==> src/hdl/wcsg_pkg.sv <==
// ----------------------------------------------------------------------------
// wcsg_pkg
// Shared types and codes for the wave channel sample generator.
// ----------------------------------------------------------------------------
`default_nettype none

package wcsg_pkg;

    // Item kinds carried on the input tuser
    localparam logic [1:0] MODE_REG_WR = 2'd0;
    localparam logic [1:0] MODE_REG_RD = 2'd1;
    localparam logic [1:0] MODE_RAM_WR = 2'd2;
    localparam logic [1:0] MODE_TICK   = 2'd3;

    // Control register byte offsets
    localparam logic [2:0] REG_CTRL    = 3'd0;
    localparam logic [2:0] REG_LENGTH  = 3'd2;
    localparam logic [2:0] REG_VOLUME  = 3'd3;
    localparam logic [2:0] REG_FREQ_LO = 3'd4;
    localparam logic [2:0] REG_FREQ_HI = 3'd5;

    // Volume codes
    localparam logic [1:0] VOL_MUTE    = 2'd0;
    localparam logic [1:0] VOL_FULL    = 2'd1;
    localparam logic [1:0] VOL_HALF    = 2'd2;
    localparam logic [1:0] VOL_QUARTER = 2'd3;

    localparam int RAM_DEPTH = 32;
    localparam int RAM_AW    = $clog2(RAM_DEPTH);

    typedef struct packed {
        logic [3:0] ram_index;
        logic       ram_bank;
        logic [7:0] data_byte;
        logic [2:0] reg_offset;
        logic [1:0] mode;
    } item_t;

    typedef struct packed {
        logic              active;
        logic [10:0]       period_code;
        logic signed [7:0] sample_out;
        logic [7:0]        read_data;
    } result_t;

endpackage

`default_nettype wire

==> src/hdl/wcsg_in_stage.sv <==
// ----------------------------------------------------------------------------
// wcsg_in_stage
// Input register: captures one word from the slave side per cycle while it is empty or its held word moves on.
// ----------------------------------------------------------------------------
`default_nettype none

module wcsg_in_stage
    import wcsg_pkg::*;
(
    input  wire logic  clk,
    input  wire logic  rst_n,
    input  wire logic  in_valid,
    output logic       in_ready,
    input  wire item_t in_item,
    output logic       item_valid,
    output item_t      item,
    input  wire logic  advance
);

    logic  valid_reg;
    logic  valid_next;
    item_t item_reg;

    // Take a new word when empty or whenever the held one moves on this cycle
    assign in_ready   = !valid_reg || advance;
    assign valid_next = in_valid ? 1'b1 : (valid_reg && !advance);

    always_ff @(posedge clk or negedge rst_n)
    begin
        if (!rst_n)
        begin
            valid_reg <= 1'b0;
        end
        else if (in_ready)
        begin
            valid_reg <= valid_next;
        end
    end

    always_ff @(posedge clk)
    begin
        if (in_valid && in_ready)
        begin
            item_reg <= in_item;
        end
    end

    assign item_valid = valid_reg;
    assign item       = item_reg;

endmodule

`default_nettype wire

==> src/hdl/wcsg_core.sv <==
// ----------------------------------------------------------------------------
// wcsg_core
// Channel state, wave memory and the per-item update and result logic.
// ----------------------------------------------------------------------------
`default_nettype none

module wcsg_core
    import wcsg_pkg::*;
(
    input  wire logic  clk,
    input  wire logic  rst_n,
    input  wire logic  fire,
    input  wire item_t item,
    output result_t    result
);

    logic [4:0]        phase_reg,   phase_next;
    logic signed [7:0] sample_reg,  sample_next;
    logic              play_reg,    play_next;
    logic              trig_reg,    trig_next;
    logic              force34_reg, force34_next;
    logic [1:0]        vol_reg,     vol_next;
    logic [10:0]       freq_reg,    freq_next;
    logic              two_bank_reg, two_bank_next;
    logic              bank_reg,    bank_next;
    logic              len_en_reg,  len_en_next;
    logic [7:0]        wave_mem_reg [RAM_DEPTH];

    logic [7:0]        rd_data;
    logic [7:0]        cur_byte;
    logic [3:0]        nib;
    logic signed [7:0] centered;
    logic signed [7:0] scaled;
    logic              mem_we;
    logic [RAM_AW-1:0] mem_addr;

    // Wave byte for the current phase and its nibble, centered around zero
    assign cur_byte = wave_mem_reg[{bank_reg, phase_reg[4:1]}];
    assign nib      = phase_reg[0] ? cur_byte[3:0] : cur_byte[7:4];
    assign centered = {{4{~nib[3]}}, ~nib[3], nib[2:0]};

    // Volume scaling, including the forced three-quarter level
    always_comb
    begin
        if (force34_reg)
        begin
            scaled = (centered <<< 3) + (centered <<< 2);
        end
        else
        begin
            unique case (vol_reg)
                VOL_MUTE:    scaled = '0;
                VOL_FULL:    scaled = centered <<< 4;
                VOL_HALF:    scaled = centered <<< 3;
                VOL_QUARTER: scaled = centered <<< 2;
                default:     scaled = '0;
            endcase
        end
    end

    // Next state per item kind
    always_comb
    begin
        phase_next    = phase_reg;
        sample_next   = sample_reg;
        play_next     = play_reg;
        trig_next     = trig_reg;
        force34_next  = force34_reg;
        vol_next      = vol_reg;
        freq_next     = freq_reg;
        two_bank_next = two_bank_reg;
        bank_next     = bank_reg;
        len_en_next   = len_en_reg;
        rd_data       = '0;
        mem_we        = 1'b0;
        mem_addr      = {item.ram_bank, item.ram_index};

        unique case (item.mode)
            MODE_REG_WR:
            begin
                unique case (item.reg_offset)
                    REG_CTRL:
                    begin
                        two_bank_next = item.data_byte[5];
                        bank_next     = item.data_byte[6];
                        play_next     = item.data_byte[7];
                    end
                    REG_VOLUME:
                    begin
                        vol_next     = item.data_byte[6:5];
                        force34_next = item.data_byte[7];
                    end
                    REG_FREQ_LO:
                    begin
                        freq_next[7:0] = item.data_byte;
                    end
                    REG_FREQ_HI:
                    begin
                        freq_next[10:8] = item.data_byte[2:0];
                        len_en_next     = item.data_byte[6];
                        // trigger: restart playback from step zero
                        if (play_reg && item.data_byte[7])
                        begin
                            phase_next = '0;
                            trig_next  = 1'b1;
                            if (two_bank_reg)
                            begin
                                bank_next = 1'b0;
                            end
                        end
                    end
                    default: ;  // length and unused offsets
                endcase
            end
            MODE_REG_RD:
            begin
                unique case (item.reg_offset)
                    REG_CTRL:    rd_data = {play_reg, bank_reg, two_bank_reg, 5'b0};
                    REG_VOLUME:  rd_data = {force34_reg, vol_reg, 5'b0};
                    REG_FREQ_HI: rd_data = {1'b0, len_en_reg, 6'b0};
                    default:     rd_data = '0;
                endcase
            end
            MODE_RAM_WR:
            begin
                mem_we = 1'b1;
            end
            MODE_TICK:
            begin
                if (play_reg && trig_reg)
                begin
                    sample_next = scaled;
                    phase_next  = phase_reg + 5'd1;
                    if (&phase_reg && two_bank_reg)
                    begin
                        bank_next = ~bank_reg;
                    end
                end
                else
                begin
                    sample_next = '0;
                end
            end
            default: ;
        endcase
    end

    // Result seen after this item's update
    assign result.read_data   = rd_data;
    assign result.sample_out  = sample_next;
    assign result.period_code = freq_next;
    assign result.active      = play_next && trig_next;

    // Channel state
    always_ff @(posedge clk or negedge rst_n)
    begin
        if (!rst_n)
        begin
            phase_reg    <= '0;
            sample_reg   <= '0;
            play_reg     <= 1'b0;
            trig_reg     <= 1'b0;
            force34_reg  <= 1'b0;
            vol_reg      <= '0;
            freq_reg     <= '0;
            two_bank_reg <= 1'b0;
            bank_reg     <= 1'b0;
            len_en_reg   <= 1'b0;
        end
        else if (fire)
        begin
            phase_reg    <= phase_next;
            sample_reg   <= sample_next;
            play_reg     <= play_next;
            trig_reg     <= trig_next;
            force34_reg  <= force34_next;
            vol_reg      <= vol_next;
            freq_reg     <= freq_next;
            two_bank_reg <= two_bank_next;
            bank_reg     <= bank_next;
            len_en_reg   <= len_en_next;
        end
    end

    // Wave memory, cleared by reset
    always_ff @(posedge clk or negedge rst_n)
    begin
        if (!rst_n)
        begin
            for (int i = 0; i < RAM_DEPTH; i++)
            begin
                wave_mem_reg[i] <= '0;
            end
        end
        else if (fire && mem_we)
        begin
            wave_mem_reg[mem_addr] <= item.data_byte;
        end
    end

endmodule

`default_nettype wire

==> src/hdl/wcsg_out_stage.sv <==
// ----------------------------------------------------------------------------
// wcsg_out_stage
// Result register: holds one word for the master side until taken.
// ----------------------------------------------------------------------------
`default_nettype none

module wcsg_out_stage
    import wcsg_pkg::*;
(
    input  wire logic    clk,
    input  wire logic    rst_n,
    input  wire logic    res_valid,
    input  wire result_t res,
    output logic         can_load,
    output logic         out_valid,
    input  wire logic    out_ready,
    output result_t      out_res
);

    logic    valid_reg;
    result_t res_reg;

    // Free when empty or when the held word leaves this cycle
    assign can_load = !valid_reg || out_ready;

    always_ff @(posedge clk or negedge rst_n)
    begin
        if (!rst_n)
        begin
            valid_reg <= 1'b0;
        end
        else if (can_load)
        begin
            valid_reg <= res_valid;
        end
    end

    always_ff @(posedge clk)
    begin
        if (can_load && res_valid)
        begin
            res_reg <= res;
        end
    end

    assign out_valid = valid_reg;
    assign out_res   = res_reg;

endmodule

`default_nettype wire

==> src/hdl/wave_channel_sample_generator_unit.sv <==
// ----------------------------------------------------------------------------
// wave_channel_sample_generator_unit
// Wave sound channel with two 16-byte wave banks and a 32-step phase.
// ----------------------------------------------------------------------------
// Every input word (register write, register read, wave memory write or
// sample tick) yields exactly one output word carrying the read value, the
// current signed sample, the 11-bit period code and the active flag after
// that word's update. The unit takes one word per clock cycle; each word
// passes the input register, then the update logic into the result
// register, and throughput drops only while the master side holds tready
// low. The wave memory is cleared by reset, so it is usable at once.
`default_nettype none

module wave_channel_sample_generator_unit
    import wcsg_pkg::*;
(
    input  wire logic        clk,
    input  wire logic        rst_n,
    input  wire logic        s_tvalid,
    output logic             s_tready,
    input  wire logic [15:0] s_tdata,   // reg_offset[2:0], data_byte[10:3],
                                        // ram_bank[11], ram_index[15:12]
    input  wire logic [1:0]  s_tuser,   // mode[1:0]
    output logic             m_tvalid,
    input  wire logic        m_tready,
    output logic [31:0]      m_tdata    // read_data[7:0], sample_out[15:8],
                                        // period_code[26:16], active[27]
);

    item_t   in_item;
    item_t   item;
    logic    item_valid;
    logic    can_load;
    result_t core_res;
    result_t out_res;

    // Unpack the input word
    assign in_item.mode       = s_tuser;
    assign in_item.reg_offset = s_tdata[2:0];
    assign in_item.data_byte  = s_tdata[10:3];
    assign in_item.ram_bank   = s_tdata[11];
    assign in_item.ram_index  = s_tdata[15:12];

    wcsg_in_stage u_in (
        .clk        (clk),
        .rst_n      (rst_n),
        .in_valid   (s_tvalid),
        .in_ready   (s_tready),
        .in_item    (in_item),
        .item_valid (item_valid),
        .item       (item),
        .advance    (can_load)
    );

    wcsg_core u_core (
        .clk    (clk),
        .rst_n  (rst_n),
        .fire   (item_valid && can_load),
        .item   (item),
        .result (core_res)
    );

    wcsg_out_stage u_out (
        .clk       (clk),
        .rst_n     (rst_n),
        .res_valid (item_valid),
        .res       (core_res),
        .can_load  (can_load),
        .out_valid (m_tvalid),
        .out_ready (m_tready),
        .out_res   (out_res)
    );

    // Pack the output word
    assign m_tdata = {4'b0, out_res.active, out_res.period_code,
                      out_res.sample_out, out_res.read_data};

    // An empty output side never blocks the input side
    a_ready_when_empty: assert property (@(posedge clk) disable iff (!rst_n)
        !m_tvalid |-> s_tready)
        else $error("input stalled with empty result register");

    // Read values only use bits 7:5
    a_read_low_zero: assert property (@(posedge clk) disable iff (!rst_n)
        m_tvalid |-> (m_tdata[4:0] == 5'd0))
        else $error("read data low bits set");

    // Samples are multiples of four and never above +112
    a_sample_range: assert property (@(posedge clk) disable iff (!rst_n)
        m_tvalid |-> ((m_tdata[9:8] == 2'd0) &&
                      !((m_tdata[15] == 1'b0) && (m_tdata[14:8] > 7'd112))))
        else $error("sample out of range");

endmodule

`default_nettype wire

==> config.mk <==
export PLATFORM = sky130hd
export DESIGN_NAME = wave_channel_sample_generator_unit
export DESIGN_NICKNAME = d
export VERILOG_FILES = /design/src/hdl/wcsg_pkg.sv /design/src/hdl/wcsg_in_stage.sv /design/src/hdl/wcsg_core.sv /design/src/hdl/wcsg_out_stage.sv /design/src/hdl/wave_channel_sample_generator_unit.sv
export SDC_FILE = /design/constraint.sdc
export NUM_CORES = 1
export LEC_CHECK = 0
export BUFFER_PORTS_ARGS = -buffer_cell sky130_fd_sc_hd__clkbuf_2
export CORE_MARGIN = 2
export CORE_UTILIZATION = 62
export DETAILED_ROUTE_END_ITERATION = 12
export PLACE_DENSITY = 0.84
export RECOVER_POWER = 100
export SLEW_MARGIN = 30
export SYNTH_ARGS = -nofsm -noshare
export SYNTH_HDL_FRONTEND = slang
export SYNTH_HIERARCHICAL = 1
export SYNTH_SLANG_ARGS = --single-unit
==> constraint.sdc <==
create_clock -name clk -period 5.6 [get_ports clk]
set_clock_uncertainty 0.05 [all_clocks]
set_input_delay 0.84 -clock clk [delete_from_list [all_inputs] [get_ports clk]]
set_output_delay 0.84 -clock clk [all_outputs]
set_load 0.01 [all_outputs]
==> out/metrics.cfg, run 1 <==
[layout]
final_cell_area_um2=17000
layout.nets=1112
diodes=0
syn2layout_area_growth_pct=10.5
fillers=1591
largest_reg_flops=256
drive_above_1_share=0.392
instances_no_fill=1433

[die]
start_util=0.632
die_h_um=161
die_area_um2=26100
io_pins=56
rows=57
die_x_um=161
coreArea_um2=24300

[timing]
fmax_ghz=0.211
rsz0062_at_grt=false
slew_headroom=-0.566
finalCritPeriodShare=0.845
tns_ns=0
min_period_ns=4.73
hold_viol=0
setup_viol=0
worst_pin_slew_ns=2.35
drv_slew=265

[grt]
gr-total-overflow=0
grt.met1_usage=0.384
grt.met2_usage=0.434
grt_antenna_before_repair=0
top_usage_layer=met2
grtUsageTotal=0.276
grt_pass1_wl_um=55300
met3_usage=0.0460
grt_max_degree=117
grt_pass1_vias=9701

[clocking]
cts_buffers=36
clkTransAtPathRegs_ns=0.06
cts_tree=built
postCtsHoldBufs=0
cts.sinks=336
htree_levels=2
max-clock-path-buffers=3
clk_latency_ns=0.52
post_cts_resized=0
cts-root-buf=clkbuf_16
post_cts.repair.setup_buffers=0

[drt]
wire_per_inst_um=24.2
routed_wl_um=34600
first_pass_iters=5
avgViaCountPerCell=6.57
via_count=9414
postRouteAntennaNets=0
drc_errors=0
drtIter0Drc=787

[logic_synthesis]
ys_warn_count=6
yosysTopAreaCell=dfrtp_1
synth_common_cells=290 x dfrtp_1, 272 x mux2_2, 65 x mux4_2, 58 x nand2_1, 53 x clkbuf_1
netlist_area_um2=15400
yosysMostFrequentCell=dfrtp_1
async_reset_ff_frac=0.863
syn_inst=1043
synth_seq_cells=336
ys.flop_type=dfrtp_1
synth.area.top_cells=dfrtp_1 47%, mux2_2 20%, mux4_2 9.5%
synth_edf_count=46
ys_seq_area_frac=0.562
yosysUniqueCellTypes=60
synth_top_area_share=0.472
postSynthAreaPerCell_um2=14.7

[setup_path]
crit_path_end_kind=flip-flop
crit_top_cell=inv_1
worst_path_largest_cell_delay_ns=0.87
cp_max_fo=32
reg2reg_from=u_core/phase_reg[1]$_DFFE_PN0P_
crit_path_cell_trace=clkbuf_1, mux4_2, a221oi_1, a31oi_1, a32oi_1, inv_1, ha_1, inv_1, fa_1, xnor2_1, and2_0, a2111oi_2, o31ai_1
cp.arrival_ns=4.94
worst_path_max_delay_cell=dfrtp_4
startpoint=u_core/phase_reg[1]$_DFFE_PN0P_
path_delay_family=compound AO/OA/AOI/OAI gates
cp-start-kind=flip-flop
critPathRequiredTime_ns=5.81
cp_num_buf_inv=3
critPathKind=flip-flop to flip-flop

[worst_hold_path]
min_from=u_core/wave_mem_reg[166]$_DFFE_PN0P_
hold_path.class=flip-flop to flip-flop

[pwr]
pwr-share-clk=0.411
combPwrFrac=0.103
seqPwrFrac=0.486
peakVddDrop_v=0.000248
p_per_area_nw_per_um2=347
switching_share=0.237
finalPower_mw=5.89
internal_power_mw=4.49
power.leakage_nw=7.63
switchingPower_mw=1.40

[flow_run]
maxCapViolCount=5

[outcome]
outcome=finished, violations left
failed_checks=capacitance limit, slew limit

[place]
postPlaceCellArea_um2=15900
routabilityCongestion=0.932
hpwl_um=21500
io_buffers=51
place_inst=1368

-- cell type report --
class | count | area [µm²] | share of cell area
tap | 324 | 405 | 0.0239
multi-input combinational | 629 | 6300 | 0.371
sequential | 336 | 8640 | 0.509
clock inverter | 14 | 173 | 0.0102
clock buffer | 49 | 1040 | 0.0614
inverter | 7 | 26.3 | 0.00155
timing repair buffer | 74 | 397 | 0.0234
-- worst paths after layout --
| check | endpoint | slack (ns) | depth (start not counted) |
|---|---|---|---|
| max in group asynchronous | u_core/phase_reg[1]$_DFFE_PN0P_ | 1.33 | 3 |
| min reg2reg | u_core/wave_mem_reg[166]$_DFFE_PN0P_ | 0.43 | 2 |
| min | u_core/wave_mem_reg[166]$_DFFE_PN0P_ | 0.43 | 2 |
| max | u_out/out_res[13]$_DFFE_PP_ | 0.87 | 13 |
| min in group asynchronous | u_core/wave_mem_reg[170]$_DFFE_PN0P_ | 0.79 | 1 |
| max reg2reg | u_out/out_res[13]$_DFFE_PP_ | 0.87 | 13 |
-- power groups by stage --
stage / Combinational (mW) / Clock, mW / Sequential, mW
floorplan: 0.438 / 0 / 2.84
global placement: 0.576 / 0 / 2.89
detailed placement: 0.613 / 0 / 2.90
CTS: 0.621 / 2.46 / 2.86
global route: 0.662 / 2.56 / 2.88
finish: 0.609 / 2.42 / 2.86
-- stage by stage --
step           utilization  worst slack (ns)  hold WS, ns
2_1_floorplan            -              2.19        0.394
3_3_place_gp         0.650              1.39        0.408
3_5_place_dp         0.652              1.26        0.415
4_1_cts              0.702              1.24        0.395
5_1_grt              0.698             0.513        0.446
6_report             0.698             0.865        0.427
-- placed cells by master, fill, tap and decap left out, drive strengths merged, types with 9 or more instances in the layout --
cell type  Yosys  layout
nor2          29      29
o21ai         29      29
and2          12      12
mux2i         18      18
dfrtp        290     290
nor2b         11      11
edfxtp        46      46
mux4          65      65
clkbuf        53     106
a21oi         10      10
conb           2       9
mux2         272     272
nand2         58      58
nand3         16      16
buf           25      17
-- layer usage --
| metal | vias up | part of all wire |
|---|---|---|
| met3 | 109 | 0.064 |
| met2 | 404 | 0.48 |
| met5 | - | 0 |
| li1 | 3953 | - |
| met4 | 0 | 0.046 |
| met1 | 4948 | 0.41 |
-- cells by family (layout without fill, tap and decap cells) --
| logic type | count (synthesis) | count (layout) | synth area share |
|---|---|---|---|
| muxes | 355 | 355 | 0.306 |
| DFF | 336 | 336 | 0.562 |
| and+or+nand+nor | 177 | 177 | 0.0592 |
| buffers and inverters | 85 | 144 | 0.0276 |
| AOI/OAI and AO/OA | 81 | 81 | 0.0383 |
| adders and majority gates | 6 | 6 | 0.00537 |
| other | 2 | 9 | 0.000489 |
| xor gates and xnor gates | 1 | 1 | 0.000570 |
-- tightest hold or removal path, delay by kind of cell, from the launching register on --
kind	cells	cell delay, ns
AOI/OAI and AO/OA	1	0.06
DFF	1	0.34
and+or+nand+nor	1	0.05
No activity file was read; power rests on OpenSTA's default activity.
==> run 2, diff against run 1 <==
- clock period: 5.6 -> 4.79 ns (I/O delays scaled with it)
==> run 2 against run 1 <==
The flow still finishes with violations (capacitance limit, slew limit). Largest power group unchanged. Die area stayed put. Sequential share of layout area grew 0.13 points. Power up 14%. Via count down 0.44%. Final cell count up 0.14%. Utilization decreased by 0.17 points. Non-clock buffer count up 2. Critical endpoint unchanged. Sequential power increased by 17%. Critical path type unchanged. Clock power is 8.7% higher.
==> out/metrics.cfg, run 2 (synthesized netlist as in run 1, its figures left out) <==
[outcome]
outcome=finished, violations left
failed_checks=capacitance limit, slew limit

[worst_hold_path]
min_from=s_tdata[10]
min_path_cells=1  ; -1
hold_path.class=input pin to flip-flop
worstHoldEndpoint=u_in/item[12]$_DFFE_PP_

[drt]
wire_per_inst_um=24.4  ; +1.0%
first_pass_iters=5  ; unchanged
avgViaCountPerCell=6.53  ; -0.57%
drc_errors=0  ; unchanged
via_count=9373  ; -0.44%
drtIter0Drc=738  ; -6.2%
postRouteAntennaNets=0  ; unchanged
routed_wl_um=35000  ; +1.2%

[clocking]
clk_latency_ns=0.50  ; -0.02 ns
postCtsHoldBufs=0  ; unchanged
cts_tree=built
max-clock-path-buffers=3  ; unchanged
cts_buffers=36  ; unchanged
post_cts_resized=0  ; unchanged
post_cts.repair.setup_buffers=0  ; unchanged
cts-root-buf=clkbuf_16
cts.sinks=336  ; unchanged
htree_levels=2  ; unchanged
clkTransAtPathRegs_ns=0.06  ; about the same

[timing]
worst_pin_slew_ns=2.31  ; -0.0405 ns
whs_ns=0.336  ; -0.0911 ns
tns_ns=0  ; unchanged
min_period_ns=4.22  ; -0.510 ns
drv_slew=88  ; -67%
slew_headroom=-0.539  ; +0.0270
fmax_ghz=0.237  ; +12%
hold_viol=0  ; unchanged
fin_ws_ns=0.565  ; -0.300 ns
rsz0062_at_grt=false
setup_viol=0  ; unchanged
finalCritPeriodShare=0.882  ; +0.0365

[die]
rows=57  ; unchanged
die_area_um2=26100  ; unchanged
die_x_um=161  ; unchanged
die_h_um=161  ; unchanged
start_util=0.632  ; unchanged
coreArea_um2=24300  ; unchanged
io_pins=56  ; unchanged

[place]
dpl_worst_slack_ns=0.648  ; -0.614 ns
routabilityCongestion=0.929  ; -0.30%
io_buffers=51  ; unchanged
hpwl_um=22200  ; +3.1%
place_inst=1371  ; +0.22%

[pwr]
pwr-share-clk=0.393  ; -0.018
p_per_area_nw_per_um2=395  ; +14%
seqPwrFrac=0.500  ; +0.014
internal_power_mw=5.06  ; +13%
switching_share=0.244  ; +0.00685
switchingPower_mw=1.63  ; +17%
power.leakage_nw=7.62  ; -0.14%
combPwrFrac=0.107  ; +0.004
peakVddDrop_v=0.000303  ; +22%
finalPower_mw=6.70  ; +14%

[grt]
grt_pass1_wl_um=56300  ; +1.7%
gr-total-overflow=0  ; unchanged
grt_antenna_before_repair=0  ; unchanged
grtUsageTotal=0.280  ; +0.00373
grt_pass1_vias=9869  ; +1.7%
grt_max_degree=128  ; +9.4%

[setup_path]
cp.arrival_ns=4.43  ; -0.51 ns
worst_path_max_delay_cell=dfrtp_2
reg2reg_from=u_core/phase_reg[2]$_DFFE_PN0P_
critPathRequiredTime_ns=4.99  ; -0.82 ns
r2r_setup_slack_ns=0.57  ; -0.30 ns
critPathKind=flip-flop to flip-flop
timing.rr.end=u_out/out_res[13]$_DFFE_PP_
cp_max_fo=32  ; unchanged
r2r_cells=12  ; -1
crit_path_cell_trace=buf_4, mux4_2, mux2i_1, nand2_1, o21ai_1, o31ai_2, inv_1, fa_1, xnor2_1, and2_0, a2111oi_2, o31ai_1
crit_path_end_kind=flip-flop
cp-start-kind=flip-flop
worst_path_largest_cell_delay_ns=0.96  ; +0.09 ns

[layout]
layout.nets=1114  ; +0.18%
final_common_cell=dfrtp_1
instances_no_fill=1435  ; +0.14%
fillers=1554  ; -2.3%
largest_reg_flops=256  ; unchanged
layout_common_cells=288 x dfrtp_1, 263 x mux2_2, 65 x mux4_2
syn2layout_area_growth_pct=10.2
drive_above_1_share=0.396  ; +0.00379
diodes=0  ; unchanged

[flow_run]
maxCapViolCount=4  ; -1

==> run 2: routing by layer <==
metal	part of all wire	track usage	routed length [µm]	vias up
met5	0	0	0	-
met3	0.077	0.0593	2710	98
met4	0.036	0.109	1270	0
li1	-	-	-	3951
met1	0.41	0.386	14200	4953
met2	0.48	0.444	16800	371
==> run 2: how the worst max path moves through the flow <==
stage,from,to,slack (ns),depth (start not counted)
6_report,u_core/phase_reg[2]$_DFFE_PN0P_,u_out/out_res[13]$_DFFE_PP_,0.57,12
5_1_grt,u_core/phase_reg[1]$_DFFE_PN0P_,u_out/out_res[13]$_DFFE_PP_,0.35,13
4_1_cts,u_core/phase_reg[1]$_DFFE_PN0P_,u_out/out_res[13]$_DFFE_PP_,0.59,13
3_5_place_dp,u_core/phase_reg[1]$_DFFE_PN0P_,u_out/out_res[13]$_DFFE_PP_,0.65,13
3_3_place_gp,u_core/phase_reg[1]$_DFFE_PN0P_,u_out/out_res[13]$_DFFE_PP_,0.72,13
2_1_floorplan,u_core/phase_reg[1]$_DFFE_PN0P_,u_out/out_res[13]$_DFFE_PP_,1.38,16
==> run 2: per-stage QoR <==
step                cell area (µm²)   util
floorplan                     15400      -
global placement              15900  0.653
detailed placement            15900  0.655
CTS                           17000  0.701
global route                  16900  0.697
finish                        16900  0.697
==> run 2: critical path: cells and delay by family, from the launching register on <==
kind	cells	cell delay, ns
buffers and inverters	2	0.59
muxes	2	0.37
AOI/OAI and AO/OA	4	1.09
DFF	1	0.96
adders and majority gates	1	0.48
and+or+nand+nor	2	0.26
xor gates and xnor gates	1	0.15
==> run 2: layout make-up <==
type	instances	area (µm²)	area share
inverter	7	26.3	0.00155
timing repair buffer	76	437	0.0258
sequential	336	8640	0.510
clock inverter	7	38.8	0.00229
clock buffer	56	1080	0.0636
multi-input combinational	629	6310	0.373
tap	324	405	0.0239
==> run 2: power groups by stage <==
| stage | clock (mW) | sequential, mW | combinational, mW |
|---|---|---|---|
| 2_1_floorplan | 0 | 3.32 | 0.512 |
| 3_3_place_gp | 0 | 3.38 | 0.678 |
| 3_5_place_dp | 0 | 3.39 | 0.722 |
| 4_1_cts | 2.67 | 3.34 | 0.731 |
| 5_1_grt | 2.79 | 3.38 | 0.776 |
| 6_report | 2.63 | 3.35 | 0.714 |
